### src/sv/qrt_pkg.sv
`default_nettype none

package qrt_pkg;

  typedef enum logic [2:0] {
    ST_IDLE,
    ST_CHECK,
    ST_EXP,
    ST_MUL_ACC,
    ST_MUL_SQ,
    ST_FINAL,
    ST_DONE
  } state_t;

  typedef enum logic [1:0] {
    SEL_ACC_SQ,
    SEL_SQ_SQ,
    SEL_ACC_ACC
  } mul_sel_t;

  typedef struct packed {
    logic     load;
    logic     mul_start;
    mul_sel_t mul_sel;
    logic     mul_run;
    logic     shift_e;
  } dp_cmd_t;

  typedef struct packed {
    logic oor;
    logic e_zero;
    logic e_lsb;
    logic mul_last;
  } dp_status_t;

endpackage

`default_nettype wire

### src/sv/qrt_ctrl.sv
`default_nettype none

module qrt_ctrl
  import qrt_pkg::*;
(
  input  wire        clk,
  input  wire        rst_n,
  input  wire        start,
  input  dp_status_t status,
  output dp_cmd_t    cmd,
  output logic       busy,
  output logic       done
);

  state_t state_r;
  state_t state_nxt;

  always_ff @(posedge clk) begin
    if (!rst_n) begin
      state_r <= ST_IDLE;
    end else begin
      state_r <= state_nxt;
    end
  end

  always_comb begin
    state_nxt = state_r;
    unique case (state_r)
      ST_IDLE: begin
        if (start) begin
          state_nxt = ST_CHECK;
        end
      end
      ST_CHECK: begin
        state_nxt = status.oor ? ST_DONE : ST_EXP;
      end
      ST_EXP: begin
        if (status.e_zero) begin
          state_nxt = ST_FINAL;
        end else if (status.e_lsb) begin
          state_nxt = ST_MUL_ACC;
        end else begin
          state_nxt = ST_MUL_SQ;
        end
      end
      ST_MUL_ACC: begin
        if (status.mul_last) begin
          state_nxt = ST_MUL_SQ;
        end
      end
      ST_MUL_SQ: begin
        if (status.mul_last) begin
          state_nxt = ST_EXP;
        end
      end
      ST_FINAL: begin
        if (status.mul_last) begin
          state_nxt = ST_DONE;
        end
      end
      ST_DONE: begin
        state_nxt = ST_IDLE;
      end
      default: begin
        state_nxt = ST_IDLE;
      end
    endcase
  end

  always_comb begin
    cmd       = '0;
    cmd.mul_sel = SEL_SQ_SQ;
    busy      = 1'b1;
    done      = 1'b0;
    unique case (state_r)
      ST_IDLE: begin
        busy     = 1'b0;
        cmd.load = start;
      end
      ST_CHECK: begin
      end
      ST_EXP: begin
        cmd.mul_start = 1'b1;
        if (status.e_zero) begin
          cmd.mul_sel = SEL_ACC_ACC;
        end else if (status.e_lsb) begin
          cmd.mul_sel = SEL_ACC_SQ;
        end else begin
          cmd.mul_sel = SEL_SQ_SQ;
        end
      end
      ST_MUL_ACC: begin
        cmd.mul_run   = 1'b1;
        cmd.mul_start = status.mul_last;
        cmd.mul_sel   = SEL_SQ_SQ;
      end
      ST_MUL_SQ: begin
        cmd.mul_run = 1'b1;
        cmd.shift_e = status.mul_last;
      end
      ST_FINAL: begin
        cmd.mul_run = 1'b1;
      end
      ST_DONE: begin
        done = 1'b1;
      end
      default: begin
        busy = 1'b0;
      end
    endcase
  end

endmodule

`default_nettype wire

### src/sv/qrt_dp.sv
`default_nettype none

module qrt_dp
  import qrt_pkg::*;
#(
  parameter int VALUE_BITS = 16
) (
  input  wire                    clk,
  input  wire                    rst_n,
  input  wire                    cfg_we,
  input  wire [VALUE_BITS-1:0]   cfg_wdata,
  input  wire [VALUE_BITS-1:0]   in_value,
  input  dp_cmd_t                cmd,
  output dp_status_t             status,
  output logic                   is_residue,
  output logic                   out_of_range
);

  localparam int CNT_BITS = (VALUE_BITS > 1) ? $clog2(VALUE_BITS) : 1;

  logic [VALUE_BITS-1:0] mod_r;
  logic [VALUE_BITS-1:0] v_r;
  logic [VALUE_BITS-1:0] acc_r;
  logic [VALUE_BITS-1:0] sq_r;
  logic [VALUE_BITS-1:0] e_r;
  logic [VALUE_BITS-1:0] ma_r;
  logic [VALUE_BITS-1:0] mb_r;
  logic [VALUE_BITS-1:0] mp_r;
  logic [CNT_BITS-1:0]   cnt_r;
  mul_sel_t              sel_r;

  logic [VALUE_BITS:0]   e_init;
  logic [VALUE_BITS:0]   dbl;
  logic [VALUE_BITS:0]   dbl_red;
  logic [VALUE_BITS:0]   add;
  logic [VALUE_BITS:0]   add_red;
  logic [VALUE_BITS-1:0] step_res;
  logic [VALUE_BITS-1:0] op_a;
  logic [VALUE_BITS-1:0] op_b;
  logic                  mul_last;

  always_ff @(posedge clk) begin
    if (!rst_n) begin
      mod_r <= VALUE_BITS'(3);
    end else if (cfg_we) begin
      mod_r <= cfg_wdata;
    end
  end

  assign e_init = ({1'b0, mod_r} + {{VALUE_BITS{1'b0}}, 1'b1}) >> 2;

  always_comb begin
    op_a = acc_r;
    op_b = sq_r;
    case (cmd.mul_sel)
      SEL_ACC_SQ: begin
        op_a = acc_r;
        op_b = sq_r;
      end
      SEL_SQ_SQ: begin
        op_a = sq_r;
        op_b = sq_r;
      end
      SEL_ACC_ACC: begin
        op_a = acc_r;
        op_b = acc_r;
      end
      default: begin
        op_a = acc_r;
        op_b = sq_r;
      end
    endcase
  end

  // One bit of the multiplier per cycle, most significant first, reduced twice.
  always_comb begin
    dbl     = {mp_r, 1'b0};
    dbl_red = (dbl >= {1'b0, mod_r}) ? dbl - {1'b0, mod_r} : dbl;
    add     = dbl_red + (mb_r[cnt_r] ? {1'b0, ma_r} : '0);
    add_red = (add >= {1'b0, mod_r}) ? add - {1'b0, mod_r} : add;
    step_res = add_red[VALUE_BITS-1:0];
  end

  assign mul_last = (cnt_r == '0);

  always_ff @(posedge clk) begin
    if (cmd.load) begin
      v_r   <= in_value;
      sq_r  <= in_value;
      acc_r <= (mod_r == VALUE_BITS'(1)) ? '0 : VALUE_BITS'(1);
      e_r   <= e_init[VALUE_BITS-1:0];
    end else begin
      if (cmd.mul_run && mul_last) begin
        if (sel_r == SEL_SQ_SQ) begin
          sq_r <= step_res;
        end else begin
          acc_r <= step_res;
        end
      end
      if (cmd.shift_e) begin
        e_r <= e_r >> 1;
      end
    end
  end

  always_ff @(posedge clk) begin
    if (cmd.mul_start) begin
      ma_r  <= op_a;
      mb_r  <= op_b;
      mp_r  <= '0;
      cnt_r <= CNT_BITS'(VALUE_BITS - 1);
      sel_r <= cmd.mul_sel;
    end else if (cmd.mul_run) begin
      mp_r  <= step_res;
      cnt_r <= cnt_r - CNT_BITS'(1);
    end
  end

  assign status.oor      = (v_r >= mod_r);
  assign status.e_zero   = (e_r == '0);
  assign status.e_lsb    = e_r[0];
  assign status.mul_last = mul_last;

  assign out_of_range = status.oor;
  assign is_residue   = !status.oor && (acc_r == v_r);

endmodule

`default_nettype wire

### src/sv/quadratic_residue_test_core.sv
`default_nettype none

// Channel  Handshake                Data
// input    start / busy             in_value
// result   out_strobe (one cycle)   out_is_residue, out_out_of_range
// config   cfg_we                   cfg_wdata
//
// An item's run time is set by the bit-serial modular multiplier (one operand bit per cycle),
// which raises the value to the power (modulus + 1) / 4.
// An out-of-range item skips the exponentiation and goes from the check straight to the strobe.
// Reset is synchronous and sets the modulus to 3.
// The result cannot be stalled; busy stays high until the strobe cycle ends.

module quadratic_residue_test_core
  import qrt_pkg::*;
#(
  parameter int VALUE_BITS = 16
) (
  input  wire                  clk,
  input  wire                  rst_n,
  input  wire                  start,
  output logic                 busy,
  input  wire [VALUE_BITS-1:0] in_value,
  output logic                 out_strobe,
  output logic                 out_is_residue,
  output logic                 out_out_of_range,
  input  wire                  cfg_we,
  input  wire [VALUE_BITS-1:0] cfg_wdata
);

  dp_cmd_t    cmd;
  dp_status_t status;

  qrt_ctrl u_ctrl (
    .clk    (clk),
    .rst_n  (rst_n),
    .start  (start),
    .status (status),
    .cmd    (cmd),
    .busy   (busy),
    .done   (out_strobe)
  );

  qrt_dp #(
    .VALUE_BITS (VALUE_BITS)
  ) u_dp (
    .clk          (clk),
    .rst_n        (rst_n),
    .cfg_we       (cfg_we),
    .cfg_wdata    (cfg_wdata),
    .in_value     (in_value),
    .cmd          (cmd),
    .status       (status),
    .is_residue   (out_is_residue),
    .out_of_range (out_out_of_range)
  );

`ifndef SYNTHESIS
  a_excl: assert property (@(posedge clk) disable iff (!rst_n)
    out_strobe |-> !(out_is_residue && out_out_of_range))
    else $error("residue and out-of-range flags both set");

  a_accept_busy: assert property (@(posedge clk) disable iff (!rst_n)
    (start && !busy) |=> busy)
    else $error("busy not raised after accepted word");

  a_strobe_busy: assert property (@(posedge clk) disable iff (!rst_n)
    out_strobe |-> busy)
    else $error("result strobe while idle");

  a_strobe_end: assert property (@(posedge clk) disable iff (!rst_n)
    out_strobe |=> (!busy && !out_strobe))
    else $error("block not idle after result strobe");
`endif

endmodule

`default_nettype wire

### config.mk
export PLATFORM = sky130hd
export DESIGN_NAME = quadratic_residue_test_core
export DESIGN_NICKNAME = d
export VERILOG_FILES = /design/src/sv/qrt_pkg.sv /design/src/sv/qrt_ctrl.sv /design/src/sv/qrt_dp.sv /design/src/sv/quadratic_residue_test_core.sv
export SDC_FILE = /design/constraint.sdc
export NUM_CORES = 1
export LEC_CHECK = 0
export ABC_AREA = 1
export BUFFER_PORTS_ARGS = -buffer_cell sky130_fd_sc_hd__buf_4
export CAP_MARGIN = 30
export CORE_ASPECT_RATIO = 0.5
export CORE_UTILIZATION = 49
export DETAILED_ROUTE_END_ITERATION = 6
export PLACE_DENSITY = 0.63
export SLEW_MARGIN = 25
export SYNTH_ARGS = -nofsm -noshare
export SYNTH_HDL_FRONTEND = slang
export SYNTH_SLANG_ARGS = --single-unit
### constraint.sdc
create_clock -name clk -period 12.8 [get_ports clk]
set_clock_uncertainty 0.2 [all_clocks]
set_input_delay 3.84 -clock clk [delete_from_list [all_inputs] [get_ports clk]]
set_output_delay 3.84 -clock clk [all_outputs]
set_load 0.05 [all_outputs]
==> out/metrics.yaml <==
outcome:
  status: "completed"
cts:
  post_cts_resized: 0
  h-tree-depth: 4
  post_cts_buffers: 0
  cts_buffer_depth: 2
  cts_tree: "done"
  clkSlewWorstSetupHoldPaths_ps: 70
  clkLatencyLatePin_ps: 430
  cts-root-buf: "clkbuf_16"
  cts_hold_buf: 0
  numCtsBuffers: 17
  clock_sinks: 136
die:
  die_h_um: 99.6
  pin_count: 40
  row_count: 35
  start_util_pct: 50.4
  core_area_um2: 18500
  die_x_um: 197
  die_area_um2: 19600
sta:
  fmax_mhz: 148
  finalCritPeriodShare_pct: 52.7
  maxSlewViolCount: 0
  finalHoldViolCount: 0
  min_period_ps: 6750
  setup_tns_ps: 0
  setup_viol: 0
  worst_pin_slew_ps: 816
  rsz0062_at_grt: "false"
  relSlewSlack_pct: 45.3
critical_path:
  arrival_ps: 6870
  critPathMaxStageDelay_ps: 580
  critPathSlowestCell: "a21oi_4"
  cp.required_ps: 12930
  crit_top_cell: "nand2_1"
  crit_fanout: 19
  endpoint_kind: "flop"
  r2r_cells: 31
  worst_setup_path_start_kind: "flop"
  path_class: "reg2reg"
job:
  max_cap_viol_count: 0
yosys:
  ys_seq_elements: 136
  yosys_warnings: 0
  synth_edf_count: 97
  synth_area_leaders: "edfxtp_1, nand2_1, ha_1, dfxtp_1, inv_1"
  synth_largest_area_cell: "edfxtp_1"
  synth_top_cell_area_share_pct: 31.2
  syn_nets: 1321
  ys_seq_area_share_pct: 39.5
  synth.distinct_cells: 51
  synth_most_common_cell: "nand2_1"
  async_flop_share_pct: 0
  synthCells: 1216
  synth_ff_type: "edfxtp_1"
  synth_common_cells: "nand2_1, inv_1, edfxtp_1, nor2_1, o21ai_0"
  synth_area_um2: 9340
  syn_area_per_cell_um2: 7.68
placed_design:
  dp_hpwl_um: 21000
  portBuffers: 39
  routabilityCongestion: 0.944
global_routing:
  grt_pass1_wl_um: 42500
  antenna_found_initial: 0
  grt_pass1_vias: 7844
  grt_usage_pct: 28.9
  grt_max_degree: 55
  overflow: 0
cells_and_area:
  drive_gt1_share_pct: 10.0
  fillers: 1716
  utilization_pct: 56.6
  nNetsFinal: 1360
  layout-area-overhead-vs-synth_pct: 12.2
detailed_routing:
  via_per_inst: 5.47
  ant_nets: 0
  wl_per_cell_um: 18.0
  drt_iter0_drc: 806
  drt-total-wl_um: 27500
  firstDrtPassIters: 5
  vias: 8354
  drc: 0
worst_hold_path:
  hold_depth: 2
  hold_path_class: "reg2reg"
==> cell type report <==
| type | count | area [um2] | area share, % |
|---|---|---|---|
| Tap cell | 259 | 324 | 3.09 |
| Clock inverter | 14 | 126 | 1.21 |
| Timing Repair Buffer | 48 | 360 | 3.44 |
| Inverter | 169 | 637 | 6.08 |
| Multi-Input combinational cell | 883 | 4890 | 46.6 |
| Antenna cell | 1 | 2.50 | 0.0239 |
| Clock buffer | 18 | 450 | 4.30 |
| Sequential cell | 136 | 3690 | 35.2 |
==> logic make-up after synthesis <==
group	Yosys count	share of synthesized area, %
AO/OA/AOI/OAI	193	11.5
XOR/XNOR	49	4.60
adder cells (fa/ha/maj)	69	9.49
buffers and inverters	197	8.35
flip-flops	136	39.5
multiplexers	2	0.214
AND/OR/NAND/NOR	570	26.3
==> per-stage QoR <==
stage               cells  hold WS [ps]  area [um2]  worst slack, ps
floorplan            1216           265        9340             6350
global placement     1495           288        9890             6370
detailed placement   1495           290        9900             6230
CTS                  1527           306       10500             6150
global route         1527           332       10500             5490
finish               1528           305       10500             6050
==> per-layer routing <==
| layer | up-vias | share of wire [%] | track usage (%) |
|---|---|---|---|
| met4 | 0 | 1.8 | 8.94 |
| met5 | - | 0 | 0 |
| li1 | 4099 | - | - |
| met3 | 35 | 10 | 7.19 |
| met2 | 325 | 41 | 42.1 |
| met1 | 3895 | 47 | 41.8 |
==> critical path, delay by kind of cell (launching register included) <==
family	cells	cell delay, ps
simple gates	15	2310
fa+ha+maj	4	1360
compound gates	6	1300
buf+inv	5	750
flops	1	360
xor+xnor	1	300
==> final timing paths <==
path | startpoint | to | slack, ps
max | u_dp.mod_r[14] | u_dp.mp_r[12] | 6050
min | u_dp.cnt_r[1] | u_dp.cnt_r[1] | 300
min reg2reg | u_dp.cnt_r[1] | u_dp.cnt_r[1] | 300
max reg2reg | u_dp.mod_r[14] | u_dp.mp_r[12] | 6050
==> state kept, by name (all words and copies together), names as in the netlist <==
name and flops:
u_ctrl.state_r 3, u_dp.acc_r 16, u_dp.cnt_r 4, u_dp.e_r 15
u_dp.ma_r 16, u_dp.mb_r 16, u_dp.mod_r 16, u_dp.mp_r 16
u_dp.sel_r 2, u_dp.sq_r 16, u_dp.v_r 16
==> cell usage in the layout (no fill, tap or decap), types with 5 or more instances in the layout <==
master and instances:
nor2_1 86, nand2_1 343, o21ai_0 76, edfxtp_1 97, nor2_2 6, inv_1 165, nor3_1 9, xnor2_1 8
inv_8 6, nand3_2 13, nand4_1 12, a21o_1 7, nand3_1 69, a31oi_1 5, nand2_2 14, buf_4 48
clkbuf_16 18, a21oi_1 75, nor4_1 7, ha_1 66, xor2_1 41, dfxtp_1 39
Power is left out: the tool's default activity adds up to more than one toggle a clock period on the data nets, which glitch-free logic cannot reach.
